==> src/dlw_pkg.sv <==
// Shared types and constants for the display list walker.
package dlw_pkg;

    localparam int STACK_DEPTH_DEF = 16;
    localparam int ADDR_BITS_DEF   = 16;
    localparam int FIELD_ADDR_W    = 16;

    typedef enum logic [1:0] {
        OP_ORDINARY = 2'd0,
        OP_CALL     = 2'd1,
        OP_BRANCH   = 2'd2,
        OP_RETURN   = 2'd3
    } t_opcode;

    typedef enum logic [2:0] {
        ST_CONTINUE = 3'd0,
        ST_DONE     = 3'd1,
        ST_INVALID  = 3'd2,
        ST_OVERFLOW = 3'd3,
        ST_IDLE     = 3'd4
    } t_status;

    typedef struct packed {
        logic [FIELD_ADDR_W-1:0] fetch_addr;
        logic                    forward;
        t_status                 status;
    } t_result;

endpackage

==> src/dlw_ram.sv <==
// Generic single-write, single-read RAM with registered read data.
module dlw_ram #(
    parameter int WIDTH = 16,
    parameter int DEPTH = 16,
    localparam int AW   = (DEPTH > 1) ? $clog2(DEPTH) : 1
) (
    input  logic             i_clk,
    input  logic             i_we,
    input  logic [AW-1:0]    i_waddr,
    input  logic [WIDTH-1:0] i_wdata,
    input  logic [AW-1:0]    i_raddr,
    output logic [WIDTH-1:0] o_rdata
);

    logic [WIDTH-1:0] r_mem [DEPTH];
    logic [WIDTH-1:0] r_rdata;

    always_ff @(posedge i_clk) begin
        if (i_we) begin
            r_mem[i_waddr] <= i_wdata;
        end
        r_rdata <= r_mem[i_raddr];
    end

    assign o_rdata = r_rdata;

endmodule

==> src/dlw_seq.sv <==
// Walk state, return stack control and per-request result logic.
module dlw_seq #(
    parameter int STACK_DEPTH = dlw_pkg::STACK_DEPTH_DEF,
    parameter int ADDR_BITS   = dlw_pkg::ADDR_BITS_DEF
) (
    input  logic                              i_clk,
    input  logic                              i_rst_n,
    input  logic                              i_accept,
    input  logic                              i_mode,
    input  logic [dlw_pkg::FIELD_ADDR_W-1:0]  i_address,
    input  logic [1:0]                        i_opcode,
    input  logic                              i_predicate,
    output dlw_pkg::t_result                  o_result
);

    localparam int FW = dlw_pkg::FIELD_ADDR_W;
    localparam int DW = $clog2(STACK_DEPTH + 1);
    localparam int PW = (STACK_DEPTH > 1) ? $clog2(STACK_DEPTH) : 1;

    logic                 r_walking, n_walking;
    logic [ADDR_BITS-1:0] r_cur, n_cur;
    logic [DW-1:0]        r_depth, n_depth;
    logic [ADDR_BITS-1:0] r_top, n_top;

    logic [ADDR_BITS+FW-1:0] in_ext;
    logic [ADDR_BITS+FW-1:0] out_ext;
    logic [ADDR_BITS-1:0]    addr;
    logic [ADDR_BITS-1:0]    next_addr;
    logic [ADDR_BITS-1:0]    res_addr;
    logic                    addr_null;
    logic                    push;
    logic [DW-1:0]           rd_sum;
    logic [PW-1:0]           rd_idx;
    logic [ADDR_BITS-1:0]    below_top;
    dlw_pkg::t_opcode        op;
    dlw_pkg::t_status        status;
    logic                    fwd;

    assign in_ext    = {{ADDR_BITS{1'b0}}, i_address};
    assign addr      = in_ext[ADDR_BITS-1:0];
    assign next_addr = r_cur + ADDR_BITS'(1);
    assign addr_null = (addr == '0);
    assign op        = dlw_pkg::t_opcode'(i_opcode);

    always_comb begin
        n_walking = r_walking;
        n_cur     = r_cur;
        n_depth   = r_depth;
        n_top     = r_top;
        push      = 1'b0;
        res_addr  = r_cur;
        fwd       = 1'b0;
        status    = dlw_pkg::ST_CONTINUE;
        if (!i_mode) begin
            n_depth = '0;
            if (addr_null) begin
                n_walking = 1'b0;
                n_cur     = '0;
                res_addr  = '0;
                status    = dlw_pkg::ST_INVALID;
            end else begin
                n_walking = 1'b1;
                n_cur     = addr;
                res_addr  = addr;
            end
        end else if (!r_walking) begin
            status = dlw_pkg::ST_IDLE;
        end else begin
            unique case (op)
                dlw_pkg::OP_CALL: begin
                    if (addr_null) begin
                        n_walking = 1'b0;
                        status    = dlw_pkg::ST_INVALID;
                    end else if (r_depth >= DW'(STACK_DEPTH)) begin
                        n_walking = 1'b0;
                        status    = dlw_pkg::ST_OVERFLOW;
                    end else begin
                        push     = 1'b1;
                        n_depth  = r_depth + DW'(1);
                        n_top    = next_addr;
                        n_cur    = addr;
                        res_addr = addr;
                    end
                end
                dlw_pkg::OP_BRANCH: begin
                    if (addr_null) begin
                        n_walking = 1'b0;
                        status    = dlw_pkg::ST_INVALID;
                    end else begin
                        n_cur    = i_predicate ? addr : next_addr;
                        res_addr = n_cur;
                    end
                end
                dlw_pkg::OP_RETURN: begin
                    if (r_depth == '0) begin
                        n_walking = 1'b0;
                        status    = dlw_pkg::ST_DONE;
                    end else begin
                        // pop: the cached top becomes the address, the entry below it the new top
                        n_depth  = r_depth - DW'(1);
                        n_cur    = r_top;
                        res_addr = r_top;
                        n_top    = below_top;
                    end
                end
                default: begin
                    n_cur    = next_addr;
                    res_addr = next_addr;
                    fwd      = 1'b1;
                end
            endcase
        end
    end

    always_ff @(posedge i_clk) begin
        if (!i_rst_n) begin
            r_walking <= 1'b0;
            r_cur     <= '0;
            r_depth   <= '0;
        end else if (i_accept) begin
            r_walking <= n_walking;
            r_cur     <= n_cur;
            r_depth   <= n_depth;
        end
    end

    always_ff @(posedge i_clk) begin
        if (i_accept) begin
            r_top <= n_top;
        end
    end

    // keep the entry just below the top on the RAM read port for the next request
    assign rd_sum = (i_accept ? n_depth : r_depth) - DW'(2);
    assign rd_idx = rd_sum[PW-1:0];

    dlw_ram #(
        .WIDTH (ADDR_BITS),
        .DEPTH (STACK_DEPTH)
    ) u_stack (
        .i_clk   (i_clk),
        .i_we    (i_accept && push),
        .i_waddr (r_depth[PW-1:0]),
        .i_wdata (next_addr),
        .i_raddr (rd_idx),
        .o_rdata (below_top)
    );

    assign out_ext             = {{FW{1'b0}}, res_addr};
    assign o_result.fetch_addr = out_ext[FW-1:0];
    assign o_result.forward    = fwd;
    assign o_result.status     = status;

endmodule

==> src/display_list_walker_core.sv <==
// Top level of the display list walker: handshakes and result register.
//
//  channel | direction | handshake              | payload
//  --------+-----------+------------------------+-------------------------------------
//  in      | to core   | i_in_valid / o_in_stall | i_mode i_address i_opcode i_predicate
//  out     | from core | o_out_valid / i_out_stall | o_fetch_addr o_forward o_status
//
// One request per cycle unless the input stalls; each gives one registered result.
// The return stack keeps its top in a register and reads the entry below it from the
// stack RAM in advance, so consecutive returns run at one per cycle unless stalled.
// Synchronous active-low reset clears walk state and the result valid; the stack RAM
// is not cleared. Input stalls only while a result is held and out is stalled.
module display_list_walker_core #(
    parameter int STACK_DEPTH = dlw_pkg::STACK_DEPTH_DEF,
    parameter int ADDR_BITS   = dlw_pkg::ADDR_BITS_DEF
) (
    input  logic                              i_clk,
    input  logic                              i_rst_n,
    input  logic                              i_in_valid,
    output logic                              o_in_stall,
    input  logic                              i_mode,
    input  logic [dlw_pkg::FIELD_ADDR_W-1:0]  i_address,
    input  logic [1:0]                        i_opcode,
    input  logic                              i_predicate,
    output logic                              o_out_valid,
    input  logic                              i_out_stall,
    output logic [dlw_pkg::FIELD_ADDR_W-1:0]  o_fetch_addr,
    output logic                              o_forward,
    output logic [2:0]                        o_status
);

    logic             accept;
    logic             r_out_valid;
    dlw_pkg::t_result result;
    dlw_pkg::t_result r_result;

    assign o_in_stall = r_out_valid && i_out_stall;
    assign accept     = i_in_valid && !o_in_stall;

    dlw_seq #(
        .STACK_DEPTH (STACK_DEPTH),
        .ADDR_BITS   (ADDR_BITS)
    ) u_seq (
        .i_clk       (i_clk),
        .i_rst_n     (i_rst_n),
        .i_accept    (accept),
        .i_mode      (i_mode),
        .i_address   (i_address),
        .i_opcode    (i_opcode),
        .i_predicate (i_predicate),
        .o_result    (result)
    );

    always_ff @(posedge i_clk) begin
        if (!i_rst_n) begin
            r_out_valid <= 1'b0;
        end else if (accept) begin
            r_out_valid <= 1'b1;
        end else if (!i_out_stall) begin
            r_out_valid <= 1'b0;
        end
    end

    // hold the result while out is stalled
    always_ff @(posedge i_clk) begin
        if (accept) begin
            r_result <= result;
        end
    end

    assign o_out_valid  = r_out_valid;
    assign o_fetch_addr = r_result.fetch_addr;
    assign o_forward    = r_result.forward;
    assign o_status     = r_result.status;

endmodule

==> config.mk <==
export PLATFORM = sky130hd
export DESIGN_NAME = display_list_walker_core
export DESIGN_NICKNAME = d
export VERILOG_FILES = /design/src/dlw_pkg.sv /design/src/dlw_ram.sv /design/src/dlw_seq.sv /design/src/display_list_walker_core.sv
export SDC_FILE = /design/constraint.sdc
export NUM_CORES = 1
export LEC_CHECK = 0
export BUFFER_PORTS_ARGS = -buffer_cell sky130_fd_sc_hd__buf_2
export CORE_UTILIZATION = 40
export DETAILED_ROUTE_END_ITERATION = 8
export GPL_ROUTABILITY_DRIVEN = 0
export SKIP_CTS_REPAIR_TIMING = 1
export SLEW_MARGIN = 40
export SYNTH_ARGS = -nofsm -noshare
export SYNTH_HDL_FRONTEND = slang
export SYNTH_SLANG_ARGS = --single-unit
==> constraint.sdc <==
create_clock -name i_clk -period 5.1 [get_ports i_clk]
set_clock_uncertainty 0.1 [all_clocks]
set_input_delay 0.765 -clock i_clk [delete_from_list [all_inputs] [get_ports i_clk]]
set_output_delay 0.765 -clock i_clk [all_outputs]
set_load 0.005 [all_outputs]
# Yosys cells after proc, flatten, opt, wreduce, memory -nomap -nowiden
# Memories as Yosys holds them, arrays and structs flattened. A register that Yosys moved wholly into a read port is not among the register bits.
# Cells that the tools add are included.
# totals
regBits	59
latch_bits	0
ram_bits	256
romBits	0
inputBits	24
output_inout_bits	22
word_cells	73
memories	1
# mem_list
name	depth	word_bits	rd	rd_clocked_by_memory_dff	write_ports	line_no	text
u_seq.u_stack.r_mem	16	16	1	1	1	dlw_ram.sv:15	logic [WIDTH-1:0] r_mem [DEPTH];
# op_classes
add_sub_neg	4
multipliers	0
div_mod_pow	0
magnitude_cmp	1
n_eq_ne	7
shift	0
n_mux	42
bitwise	0
n_reduce_logical	10
# op_table
cell	n
two-way mux 16 bit	11
one-hot mux 16 bit (3 select lines)	1
one-hot mux 16 bit (2 select lines)	1
two-way mux 5 bit	6
adder 16 x 1 -> 16 bit, second input constant	1
logical NOT 16 bit	1
two-way mux 1 bit	15
one-hot mux 5 bit (2 select lines)	1
two-way mux 3 bit	3
one-hot mux 3 bit (3 select lines)	1
AND reduction 7 bit	1
inequality test 2 bit, second input constant	3
adder 5 x 1 -> 5 bit, second input constant	1
greater-or-equal comparator 5 bit, second input constant	1
logical NOT 5 bit	1
subtractor 5 x 1 -> 5 bit, second input constant	1
== test 2 bit, second input constant	2
two-way mux 2 bit	2
subtractor 4 x 2 -> 4 bit, second input constant	1
logical AND 1 bit	3
one-hot mux 1 bit (3 select lines)	1
OR reduction 3 bit	1
== test 2 x 1 -> 1 bit, second input constant	1
inequality test 2 x 1 -> 1 bit, second input constant	1
3 further kinds	3

# Logic depth before layout (Yosys ltp)
# Gate-level depths: netlist (run 1).
# logic_depth
ltp_word	9
mapped_depth	15
mapped_depth_nobuf	12

# Hierarchy
# Synthesis (run 1) repeated with hierarchy kept, for this count alone.
# unflattened
cells_unflattened	856
hier_area_um2	13815.8
# by_module_without_submodules
mod	n_inst	cells_per_inst	area_per_inst_um2	seq_area_each_um2
dlw_ram	1	432	10042.1	8007.7
dlw_seq	1	400	3130.5	920.9
display_list_walker_core	1	24	643.1	620.6

# Worst setup path before layout (run 1)
# OpenSTA, ideal clock, no wires.
# synth_path
path_type	register to register
startpoint	register u_seq.r_depth[0]
endpoint	register u_seq.u_stack.r_rdata[14], in the netlist u_seq.u_stack.o_rdata[14] (read register of u_seq.u_stack.r_mem)
setup_time_ns	0.129
arrival_ns	3.311
required_time_ns	4.871
setup_slack_ns	1.560
path_stages_with_launch	16
n_path_buf	3
period_less_slack_ns	3.540
cell_sequence	dfxtp_1 -> inv_1 -> ha_1 -> nor4b_4 -> nor2_1 -> clkbuf_1 -> a32oi_1 -> o21ai_0 -> o21ai_0 -> ha_1 -> nor2b_1 -> clkbuf_1 -> clkbuf_1 -> a22oi_1 -> nand3_1 -> o21ai_0
# synth_via
elab_chain_cells	8
elab_cells_between_ends	12
classes_between	add/sub (3); order compare (1); mux (7); reduce/logical (1)
# synth_lines
item	line_no	text
from (decl)	dlw_seq.sv:22	logic [DW-1:0] r_depth, n_depth;
from (signal assigned)	dlw_seq.sv:123	r_depth <= n_depth;
adder 5 x 1 -> 5 bit or greater-or-equal comparator 5 bit (tied branches)	dlw_seq.sv:79, dlw_seq.sv:74	
two-way mux 5 bit	dlw_seq.sv:74	end else if (r_depth >= DW'(STACK_DEPTH)) begin
two-way mux 5 bit	dlw_seq.sv:71	if (addr_null) begin
one-hot mux 5 bit (2 select lines)	dlw_seq.sv:69	unique case (op)
two-way mux 5 bit	dlw_seq.sv:66	end else if (!r_walking) begin
two-way mux 5 bit	dlw_seq.sv:54	if (!i_mode) begin
two-way mux 5 bit *	n/a	
subtractor 4 x 2 -> 4 bit *	dlw_seq.sv:134	assign rd_sum = (i_accept ? n_depth : r_depth) - DW'(2);
to (decl)	dlw_ram.sv:16	logic [WIDTH-1:0] r_rdata;
# Every way passes the cells marked *; elsewhere a longest branch is shown, timed or not.
# A chain may end at the register's enable or synchronous reset.

# Worst setup path after layout (run 1)
# layout_path
startpoint	register u_seq.r_depth[0]
endpoint	register u_seq.u_stack.r_rdata[3], in the netlist u_seq.u_stack.o_rdata[3] (read register of u_seq.u_stack.r_mem)
# Same word-level chain as after synthesis.

==> impl_table.tex, run 1 <==
\begin{tabular}{lr}
\hline
Metric & Value \\
\hline
\multicolumn{2}{l}{\textbf{Setup path}} \\
\quad Critical register-to-register path endpoint & u\_seq.u\_stack.o\_rdata[3] \\
\quad Kind of capture point of the worst setup path & register \\
\quad Worst setup path endpoint & u\_seq.u\_stack.o\_rdata[3] \\
\quad Data arrival at the endpoint of the critical path & 4.19 ns \\
\quad Cells on worst reg2reg path & 13 \\
\quad Max Fanout on Critical Path & 19 \\
\quad Ordered list of cells on the worst path & inv\_1, ha\_1, nor4b\_4, nor2\_1, buf\_4, a22oi\_1, o311a\_1, buf\_4, ha\_1, xnor2\_2, mux2\_1, o32ai\_1, nor4\_1 \\
\quad Critical Path Start Type & register \\
\quad Delay contributed by the slowest stage of the critical path & 0.63 ns \\
\quad Critical-path top delay cell & sky130\_fd\_sc\_hd\_\_xnor2\_2 \\
\quad Setup Crit Path Kind & reg2reg \\
\quad Critical Path Start & u\_seq.r\_depth[0] \\
\quad CP Data Required Time & 5.40 ns \\
\quad Worst reg2reg setup slack & 1.21 ns \\
\quad Startpoint of the worst register-to-register path & u\_seq.r\_depth[0] \\
\multicolumn{2}{l}{\textbf{STA}} \\
\quad Max Fclk & 257.3 MHz \\
\quad Transition time at the pin with the least slew margin & 0.8642 ns \\
\quad Hold\_ws & 0.3689 ns \\
\quad Number of setup violations in the final report & 0 \\
\quad Min Clock Period, post-route & 3.886 ns \\
\quad RSZ-0062 raised after global routing & no \\
\quad Number of hold violations in the final report & 0 \\
\quad Final TNS setup & 0 ns \\
\quad Fin. max-slew vios & 0 \\
\quad Worst relative slew slack & 42.14\% \\
\quad Final cycle utilization of the critical path & 76.20\% \\
\multicolumn{2}{l}{\textbf{Worst hold path}} \\
\quad Start point of the worst hold path & i\_in\_valid \\
\quad Worst min-delay path class & in2reg \\
\quad Number of cells on the worst hold path & 2 \\
\multicolumn{2}{l}{\textbf{Cells and area}} \\
\quad Post-route cell area & 0.01593 mm\^{}2 \\
\quad Layout cells sized above 1 & 17.33\% \\
\quad Sequential Area & 0.009549 mm\^{}2 \\
\quad Final antenna diode count & 0 \\
\quad Count of filler cells inserted in the layout & 2881 \\
\quad Area delta synth->final & 15.38\% \\
\quad Area occupied by multi-input gates & 0.004041 mm\^{}2 \\
\quad Net total in the final layout & 1052 \\
\multicolumn{2}{l}{\textbf{Placement}} \\
\quad Detailed placer's ending HPWL & 19110 um \\
\quad Post-placement cell area & 0.01474 mm\^{}2 \\
\quad Number of buffers inserted by port buffering & 45 \\
\multicolumn{2}{l}{\textbf{Synthesis}} \\
\quad Cell type with the largest total area after synthesis & sky130\_fd\_sc\_hd\_\_edfxtp\_1 \\
\quad Cell types occupying the most area after synthesis & sky130\_fd\_sc\_hd\_\_edfxtp\_1 64\%, sky130\_fd\_sc\_hd\_\_mux2i\_1 9.0\%, sky130\_fd\_sc\_hd\_\_dfxtp\_1 5.7\% \\
\quad Synth unique cells & 58 \\
\quad Mean Syn Cell Area & 14.42 um\^{}2 \\
\quad Portion of the post-synthesis area used by sequential elements & 69.18\% \\
\quad Fraction of registers with async set/reset & 0\% \\
\quad Post-Syn Area & 0.01380 mm\^{}2 \\
\quad Synthesis-stage register bit count & 331 \\
\quad Net Count, Synth & 987 \\
\quad EDFF count, synth & 292 \\
\quad Main synth FF type & sky130\_fd\_sc\_hd\_\_edfxtp\_1 \\
\quad Area share of the largest cell type after synthesis & 63.52\% \\
\quad Synthesized instance count & 957 \\
\quad Warnings, synthesis & 0 \\
\multicolumn{2}{l}{\textbf{Clock tree}} \\
\quad CTS H-tree depth & 2 \\
\quad Source-to-sink clock delay at the later pin of the worst-skew pair & 0.52 ns \\
\quad Number of buffers created by CTS & 36 \\
\quad Clock input transition at the sequential cells of the worst setup and hold paths & 0.05 ns \\
\quad Clock sink count & 331 \\
\quad TritonCTS clock tree & built \\
\quad Buffer type at the clock tree root & sky130\_fd\_sc\_hd\_\_clkbuf\_16 \\
\quad Clk buf depth & 3 \\
\multicolumn{2}{l}{\textbf{Global routing}} \\
\quad Initial antenna violation count & 0 \\
\quad Overall overflow remaining after global route & 0 \\
\quad Wire length of the first global-routing pass & 49800 um \\
\quad Overall global routing resource usage & 18.49\% \\
\quad Pin count of the biggest net entering global routing & 44 \\
\quad Vias in the first global route & 8238 \\
\multicolumn{2}{l}{\textbf{Die}} \\
\quad Standard cell core area & 0.03378 mm\^{}2 \\
\quad Standard-cell rows & 67 \\
\quad Die ar. & 0.03526 mm\^{}2 \\
\quad Die X & 187.8 um \\
\quad Boundary Pins & 46 \\
\quad Initial core utilization & 40.86\% \\
\quad Die height & 187.8 um \\
\multicolumn{2}{l}{\textbf{Power and ir drop}} \\
\quad Leakage dissipation & 0.006229 uW \\
\quad Net Sw Frac & 21.13\% \\
\quad Combinational share of power & 4.4\% \\
\quad P\_int & 4550 uW \\
\quad Fraction of power consumed by sequential logic & 52.5\% \\
\quad Clock share of power & 43.1\% \\
\quad Maximum vdd drop & 0.0001788 V \\
\quad Power density of the placed cells & 362.2 mW/mm\^{}2 \\
\quad Net load switching power & 1219 uW \\
\multicolumn{2}{l}{\textbf{Detailed routing}} \\
\quad Detailed-route DRC error count & 0 \\
\quad Drt first pass iters & 7 \\
\quad Count of nets left with antenna violations after detail routing & 0 \\
\quad Vias & 8401 \\
\quad Iteration-0 DRC count of the detailed router & 638 \\
\quad Ratio of routed vias to standard cells & 5.608 \\
\quad Routed length per instance & 21.65 um \\
\quad Detailed Route WL & 32430 um \\
\multicolumn{2}{l}{\textbf{Outcome}} \\
\quad Outcome & finished clean \\
\multicolumn{2}{l}{\textbf{Run}} \\
\quad Max-cap violations & 0 \\
\hline
\end{tabular}
-- layout make-up --
| class | count | area share [%] |
|---|---|---|
| Clock buffer | 51 | 6.198 |
| Clock inverter | 15 | 0.9584 |
| Inverter | 18 | 0.4242 |
| Multi-Input combinational cell | 551 | 25.38 |
| Sequential cell | 331 | 59.96 |
| Tap cell | 448 | 3.520 |
| Timing Repair Buffer | 84 | 3.567 |
-- layer usage --
layer  wire length, um  up-vias  part of all wire, %  track usage [%]
li1                  -     3854                    -                -
met3              1611       51                  5.0            2.676
met1             15240     4224                   47            26.57
met2             14830      272                   46            28.97
met5                 0        -                    0                0
met4               749        0                  2.3            5.691
-- through the flow --
stage	util [%]	setup slack (ns)	instances	total power, uW
3_5_place_dp	43.64	0.9497	1430	3337
4_1_cts	47.01	1.260	1496	5813
2_1_floorplan	-	1.560	957	3234
6_report	47.14	1.214	1498	5769
5_1_grt	47.14	0.9619	1498	5940
3_3_place_gp	43.57	1.025	1430	3332
-- power by group through the flow --
stage / clock, uW / combinational (uW) / sequential, uW
2_1_floorplan: 0 / 163 / 3070
5_1_grt: 2630 / 281 / 3030
3_3_place_gp: 0 / 250 / 3080
6_report: 2490 / 256 / 3030
4_1_cts: 2530 / 255 / 3030
3_5_place_dp: 0 / 254 / 3080
-- synth_stat cells, types with 10 or more instances --
library cell / count
sky130_fd_sc_hd__dfxtp_1: 39
sky130_fd_sc_hd__and3_1: 10
sky130_fd_sc_hd__buf_2: 20
sky130_fd_sc_hd__nand2_1: 46
sky130_fd_sc_hd__nor3_1: 24
sky130_fd_sc_hd__mux2i_1: 124
sky130_fd_sc_hd__mux2_2: 10
sky130_fd_sc_hd__o21ai_0: 38
sky130_fd_sc_hd__inv_1: 17
sky130_fd_sc_hd__a22oi_1: 73
sky130_fd_sc_hd__edfxtp_1: 292
sky130_fd_sc_hd__nor2_1: 80
sky130_fd_sc_hd__nand3_1: 20
sky130_fd_sc_hd__clkbuf_1: 32
sky130_fd_sc_hd__a21oi_1: 15
-- cells by family after synthesis --
| group | count (synthesis) | synth area share (%) |
|---|---|---|
| flops | 331 | 69.18 |
| simple gates | 219 | 7.877 |
| compound gates | 175 | 9.201 |
| mux | 136 | 9.971 |
| buf+inv | 75 | 2.275 |
| xor+xnor | 15 | 0.9518 |
| fa+ha+maj | 6 | 0.5439 |
-- worst max-delay path, delay by kind of cell, from the launching register on --
family	cells	cell delay, ns
fa+ha+maj	2	0.56
mux	1	0.38
simple gates	3	0.39
flops	1	0.56
compound gates	3	0.48
xor+xnor	1	0.63
buf+inv	3	0.65
-- sequential cells by signal, indices dropped and copies added, names as in the netlist --
| name | cells |
|---|---|
| u_seq.r_top | 16 |
| u_seq.u_stack.o_rdata | 16 |
| u_seq.r_cur | 16 |
| u_seq.u_stack.r_mem | 256 |
| o_status | 3 |
| o_forward | 1 |
| o_out_valid | 1 |
| u_seq.r_walking | 1 |
| u_seq.r_depth | 5 |
| o_fetch_addr | 16 |
-- cell usage in the layout (no fill, tap or decap), types with 6 or more instances in the layout --
cell type	instances
sky130_fd_sc_hd__o21ai_0	38
sky130_fd_sc_hd__nand2_1	46
sky130_fd_sc_hd__edfxtp_1	292
sky130_fd_sc_hd__nor3_1	19
sky130_fd_sc_hd__buf_2	45
sky130_fd_sc_hd__a22o_1	7
sky130_fd_sc_hd__nor2_2	12
sky130_fd_sc_hd__a21oi_1	15
sky130_fd_sc_hd__and3_1	10
sky130_fd_sc_hd__nand3_1	20
sky130_fd_sc_hd__nor2_1	67
sky130_fd_sc_hd__nor4_1	8
sky130_fd_sc_hd__inv_1	17
sky130_fd_sc_hd__clkbuf_16	37
sky130_fd_sc_hd__ha_1	6
sky130_fd_sc_hd__clkbuf_1	12
sky130_fd_sc_hd__buf_4	35
sky130_fd_sc_hd__a22oi_1	73
sky130_fd_sc_hd__dfxtp_1	39
sky130_fd_sc_hd__mux2i_1	124
sky130_fd_sc_hd__mux2_2	10
sky130_fd_sc_hd__xnor2_1	7
-- how the worst min path moves through the flow --
stage / endpoint / slack [ns]
after floorplan: u_seq.r_cur[1] / 0.41
after global placement: u_seq.r_cur[15] / 0.42
after detailed placement: u_seq.r_top[8] / 0.43
after CTS: o_out_valid / 0.36
after global routing: o_out_valid / 0.37
final: o_out_valid / 0.37
Note: power is estimated with default switching activity, not from simulation.
==> inputs of run 2 (changes only) <==
Settings changed: ABC_AREA set to 1.
Clock period 5.1 ns to 3.2 ns, I/O delays scaled along.
==> run 2 against run 1 <==
  * Synthesized area grew 4.8%
  * Register-to-register slack lost 0.84 ns
  * First-iteration DRC count grew 45%
  * Utilization shrank 0.16 points
  * Wire length grew 16%
  * Power grew 63%
  * Worst setup slack lost 0.84 ns
  * Design area grew 4.9%
  * Sequential cell count is the same
  * Synthesized cell count grew 44%
  * Count of clock-buffer cells in the layout grew 1
==> impl_table.tex, run 2 <==
\begin{tabular}{lr}
\hline
Metric & Value \\
\hline
\multicolumn{2}{l}{\textbf{Synthesis}} \\
\quad Portion of the post-synthesis area used by sequential elements & 65.99\% (was 69.18\%) \\
\quad Synth unique cells & 39 (was 58) \\
\quad Cell type with the largest total area after synthesis & sky130\_fd\_sc\_hd\_\_edfxtp\_1 (unchanged) \\
\quad EDFF count, synth & 292 (unchanged) \\
\quad Warnings, synthesis & 0 (unchanged) \\
\quad Main synth FF type & sky130\_fd\_sc\_hd\_\_edfxtp\_1 (unchanged) \\
\quad Synthesized instance count & 1379 (was 957) \\
\quad Fraction of registers with async set/reset & 0\% (unchanged) \\
\quad Post-Syn Area & 0.01447 mm\^{}2 (was 0.01380 mm\^{}2) \\
\quad Area share of the largest cell type after synthesis & 60.59\% (was 63.52\%) \\
\quad Synthesis-stage register bit count & 331 (unchanged) \\
\quad Synth cell count leaders & 354 x sky130\_fd\_sc\_hd\_\_nand2\_1, 346 x sky130\_fd\_sc\_hd\_\_nand3\_1, 292 x sky130\_fd\_sc\_hd\_\_edfxtp\_1 (was 292 x sky130\_fd\_sc\_hd\_\_edfxtp\_1, 124 x sky130\_fd\_sc\_hd\_\_mux2i\_1, 80 x sky130\_fd\_sc\_hd\_\_nor2\_1) \\
\quad Mean Syn Cell Area & 10.49 um\^{}2 (was 14.42 um\^{}2) \\
\quad Most frequently used cell type in the post-synthesis netlist & sky130\_fd\_sc\_hd\_\_nand2\_1 (was sky130\_fd\_sc\_hd\_\_edfxtp\_1) \\
\quad Cell types occupying the most area after synthesis & sky130\_fd\_sc\_hd\_\_edfxtp\_1 61\%, sky130\_fd\_sc\_hd\_\_nand3\_1 12\%, sky130\_fd\_sc\_hd\_\_nand2\_1 9.2\% (was sky130\_fd\_sc\_hd\_\_edfxtp\_1 64\%, sky130\_fd\_sc\_hd\_\_mux2i\_1 9.0\%, sky130\_fd\_sc\_hd\_\_dfxtp\_1 5.7\%) \\
\quad Net Count, Synth & 1409 (was 987) \\
\multicolumn{2}{l}{\textbf{Global routing}} \\
\quad Initial antenna violation count & 0 (unchanged) \\
\quad Overall global routing resource usage & 20.78\% (was 18.49\%) \\
\quad Wire length of the first global-routing pass & 58330 um (was 49800 um) \\
\quad Vias in the first global route & 10130 (was 8238) \\
\quad Pin count of the biggest net entering global routing & 89 (was 44) \\
\quad Overall overflow remaining after global route & 0 (unchanged) \\
\multicolumn{2}{l}{\textbf{Cells and area}} \\
\quad Sequential Area & 0.009549 mm\^{}2 (unchanged) \\
\quad Commonest non-fill, non-tap cell in the layout & sky130\_fd\_sc\_hd\_\_nand2\_1 (was sky130\_fd\_sc\_hd\_\_edfxtp\_1) \\
\quad Area occupied by multi-input gates & 0.004282 mm\^{}2 (was 0.004041 mm\^{}2) \\
\quad Layout cells sized above 1 & 14.13\% (was 17.33\%) \\
\quad Post-route cell area & 0.01671 mm\^{}2 (was 0.01593 mm\^{}2) \\
\quad Net total in the final layout & 1468 (was 1052) \\
\quad Top library cells by usage in the layout, fill and taps aside & 352 x sky130\_fd\_sc\_hd\_\_nand2\_1, 346 x sky130\_fd\_sc\_hd\_\_nand3\_1, 292 x sky130\_fd\_sc\_hd\_\_edfxtp\_1 (was 292 x sky130\_fd\_sc\_hd\_\_edfxtp\_1, 124 x sky130\_fd\_sc\_hd\_\_mux2i\_1, 73 x sky130\_fd\_sc\_hd\_\_a22oi\_1) \\
\quad Max FFs per register & 256 (unchanged) \\
\quad Count of filler cells inserted in the layout & 3289 (was 2881) \\
\quad Final antenna diode count & 0 (unchanged) \\
\quad Area delta synth->final & 15.47\% (was 15.38\%) \\
\quad Register ranked first by flip-flop count & u\_seq.u\_stack.r\_mem (unchanged) \\
\multicolumn{2}{l}{\textbf{STA}} \\
\quad Min Clock Period, post-route & 2.828 ns (was 3.886 ns) \\
\quad Max Fclk & 353.6 MHz (was 257.3 MHz) \\
\quad Fin. max-slew vios & 0 (unchanged) \\
\quad Worst relative slew slack & 44.43\% (was 42.14\%) \\
\quad Final cycle utilization of the critical path & 88.37\% (was 76.20\%) \\
\quad Number of setup violations in the final report & 0 (unchanged) \\
\quad Final TNS setup & 0 ns (unchanged) \\
\quad RSZ-0062 raised after global routing & no (unchanged) \\
\quad Transition time at the pin with the least slew margin & 0.8327 ns (was 0.8642 ns) \\
\quad Number of hold violations in the final report & 0 (unchanged) \\
\multicolumn{2}{l}{\textbf{Power and ir drop}} \\
\quad Leakage dissipation & 0.006429 uW (was 0.006229 uW) \\
\quad Power density of the placed cells & 563.0 mW/mm\^{}2 (was 362.2 mW/mm\^{}2) \\
\quad Maximum vdd drop & 0.0003536 V (was 0.0001788 V) \\
\multicolumn{2}{l}{\textbf{Detailed routing}} \\
\quad Detail Route met3 WL & 2711 um (was 1611 um) \\
\quad Top Layer Used & met4 (unchanged) \\
\quad Post-route met1 wirelength & 16620 um (was 15240 um) \\
\quad Detailed Route WL & 37770 um (was 32430 um) \\
\quad Ratio of routed vias to standard cells & 5.432 (was 5.608) \\
\quad Routed length per instance & 19.61 um (was 21.65 um) \\
\quad Detailed-route DRC error count & 0 (unchanged) \\
\quad DR WL met2 & 17420 um (was 14830 um) \\
\quad Iteration-0 DRC count of the detailed router & 922 (was 638) \\
\quad Count of nets left with antenna violations after detail routing & 0 (unchanged) \\
\quad Vias & 10460 (was 8401) \\
\quad Drt first pass iters & 7 (unchanged) \\
\multicolumn{2}{l}{\textbf{Worst hold path}} \\
\quad Number of cells on the worst hold path & 3 (was 2) \\
\quad Endpoint, Worst Hold & u\_seq.r\_walking (was o\_out\_valid) \\
\quad Start point of the worst hold path & i\_rst\_n (was i\_in\_valid) \\
\quad Worst min-delay path class & in2reg (unchanged) \\
\multicolumn{2}{l}{\textbf{Die}} \\
\quad Initial core utilization & 40.69\% (was 40.86\%) \\
\quad Die height & 192.2 um (was 187.8 um) \\
\quad Boundary Pins & 46 (unchanged) \\
\quad Standard-cell rows & 69 (was 67) \\
\quad Die X & 192.2 um (was 187.8 um) \\
\quad Die ar. & 0.03694 mm\^{}2 (was 0.03526 mm\^{}2) \\
\quad Standard cell core area & 0.03557 mm\^{}2 (was 0.03378 mm\^{}2) \\
\multicolumn{2}{l}{\textbf{Setup path}} \\
\quad Kind of capture point of the worst setup path & register (unchanged) \\
\quad Max Fanout on Critical Path & 12 (was 19) \\
\quad Critical register-to-register path endpoint & u\_seq.u\_stack.o\_rdata[6] (was u\_seq.u\_stack.o\_rdata[3]) \\
\quad Critical Path Start & u\_seq.r\_depth[0] (unchanged) \\
\quad Critical Path Start Type & register (unchanged) \\
\quad Worst reg2reg setup slack & 0.37 ns (was 1.21 ns) \\
\quad Cells on worst reg2reg path & 16 (was 13) \\
\quad Startpoint of the worst register-to-register path & u\_seq.r\_depth[0] (unchanged) \\
\quad Data arrival at the endpoint of the critical path & 3.19 ns (was 4.19 ns) \\
\quad CP Data Required Time & 3.56 ns (was 5.40 ns) \\
\quad Setup Crit Path Kind & reg2reg (unchanged) \\
\multicolumn{2}{l}{\textbf{Clock tree}} \\
\quad Source-to-sink clock delay at the later pin of the worst-skew pair & 0.51 ns (was 0.52 ns) \\
\quad Clock input transition at the sequential cells of the worst setup and hold paths & 0.06 ns (was 0.05 ns) \\
\quad Clock sink count & 331 (unchanged) \\
\quad Number of buffers created by CTS & 37 (was 36) \\
\quad Buffer type at the clock tree root & sky130\_fd\_sc\_hd\_\_clkbuf\_16 (unchanged) \\
\quad Clk buf depth & 3 (unchanged) \\
\quad TritonCTS clock tree & built (unchanged) \\
\quad CTS H-tree depth & 2 (unchanged) \\
\multicolumn{2}{l}{\textbf{Run}} \\
\quad Max-cap violations & 0 (unchanged) \\
\multicolumn{2}{l}{\textbf{Outcome}} \\
\quad Outcome & finished clean (unchanged) \\
\multicolumn{2}{l}{\textbf{Placement}} \\
\quad Post-placement cell area & 0.01551 mm\^{}2 (was 0.01474 mm\^{}2) \\
\quad Number of buffers inserted by port buffering & 45 (unchanged) \\
\quad Detailed placer's ending HPWL & 22160 um (was 19110 um) \\
\hline
\end{tabular}
-- run 2: cell count changes after synthesis, sizes merged, moves of 12 or more --
cell | previous run | this run
a22oi | 73 | 6
o21ai | 38 | 51
a21oi | 15 | 32
nand2 | 46 | 364
mux2 | 12 | 0
inv | 17 | 72
nand3 | 20 | 346
buf | 25 | 52
nor2 | 81 | 51
nor3 | 24 | 3
mux2i | 124 | 0
-- run 2: report_power, final --
group          switching (uW)  leakage, uW  internal, uW
sequential               33.5      0.00301          4790
combinational             303      0.00283           118
clock                    1670     0.000593          2490
-- run 2: kinds of logic after synthesis --
family	share of synthesized area [%]
DFF	65.99
xor gates and xnor gates	0.9684
AOI/OAI and AO/OA	3.761
buffers and inverters	5.136
adders and majority gates	0.5187
and+or+nand+nor	23.63
-- run 2: worst max-delay path by stage --
stage / to / slack [ns] / cells after the start
floorplan: u_seq.r_top[0] / 0.32 / 7
global route: u_seq.u_stack.o_rdata[9] / 0.16 / 16
global placement: u_seq.u_stack.o_rdata[6] / 0.26 / 18
finish: u_seq.u_stack.o_rdata[6] / 0.37 / 16
detailed placement: u_seq.u_stack.o_rdata[6] / 0.20 / 19
CTS: u_seq.u_stack.o_rdata[6] / 0.40 / 16
-- run 2: through the flow --
stage	util [%]	setup WS [ns]	total power [uW]	hold WS, ns	std cells
6_report	46.98	0.3722	9408	0.1228	1926
5_1_grt	46.98	0.1550	9659	0.1410	1926
4_1_cts	46.98	0.3961	9460	0.1141	1926
3_5_place_dp	43.60	0.2004	5334	0.4185	1860
3_3_place_gp	43.53	0.2572	5325	0.3922	1860
2_1_floorplan	-	0.3164	5148	0.3793	1379
-- run 2: final cells by class --
type | count | area share [%]
tap | 461 | 3.452
clock buffer | 52 | 6.365
multi-input combinational | 894 | 25.62
sequential | 331 | 57.15
timing repair buffer | 102 | 4.957
clock inverter | 14 | 0.8237
inverter | 72 | 1.632
-- run 2: critical path, cell delays in order, from the launching register on --
cell                      delay, ns
sky130_fd_sc_hd__dfxtp_1       0.31
sky130_fd_sc_hd__inv_1         0.21
sky130_fd_sc_hd__ha_1          0.30
sky130_fd_sc_hd__nand3_1       0.13
sky130_fd_sc_hd__nor2_1        0.15
sky130_fd_sc_hd__a31oi_1       0.10
sky130_fd_sc_hd__nand4_1       0.15
sky130_fd_sc_hd__nand2_1       0.08
sky130_fd_sc_hd__nand2_2       0.10
sky130_fd_sc_hd__inv_2         0.06
sky130_fd_sc_hd__ha_1          0.34
sky130_fd_sc_hd__inv_1         0.15
sky130_fd_sc_hd__buf_4         0.25
sky130_fd_sc_hd__nand3_1       0.12
sky130_fd_sc_hd__nand2_1       0.07
sky130_fd_sc_hd__nand2_1       0.07
sky130_fd_sc_hd__nand2_1       0.09
-- run 2: per-layer routing --
layer | vias to the layer above | track usage (%)
li1 | 4930 | -
met1 | 5106 | 28.92
met2 | 358 | 33.16
met3 | 68 | 3.453
met4 | 0 | 6.329
met5 | - | 0
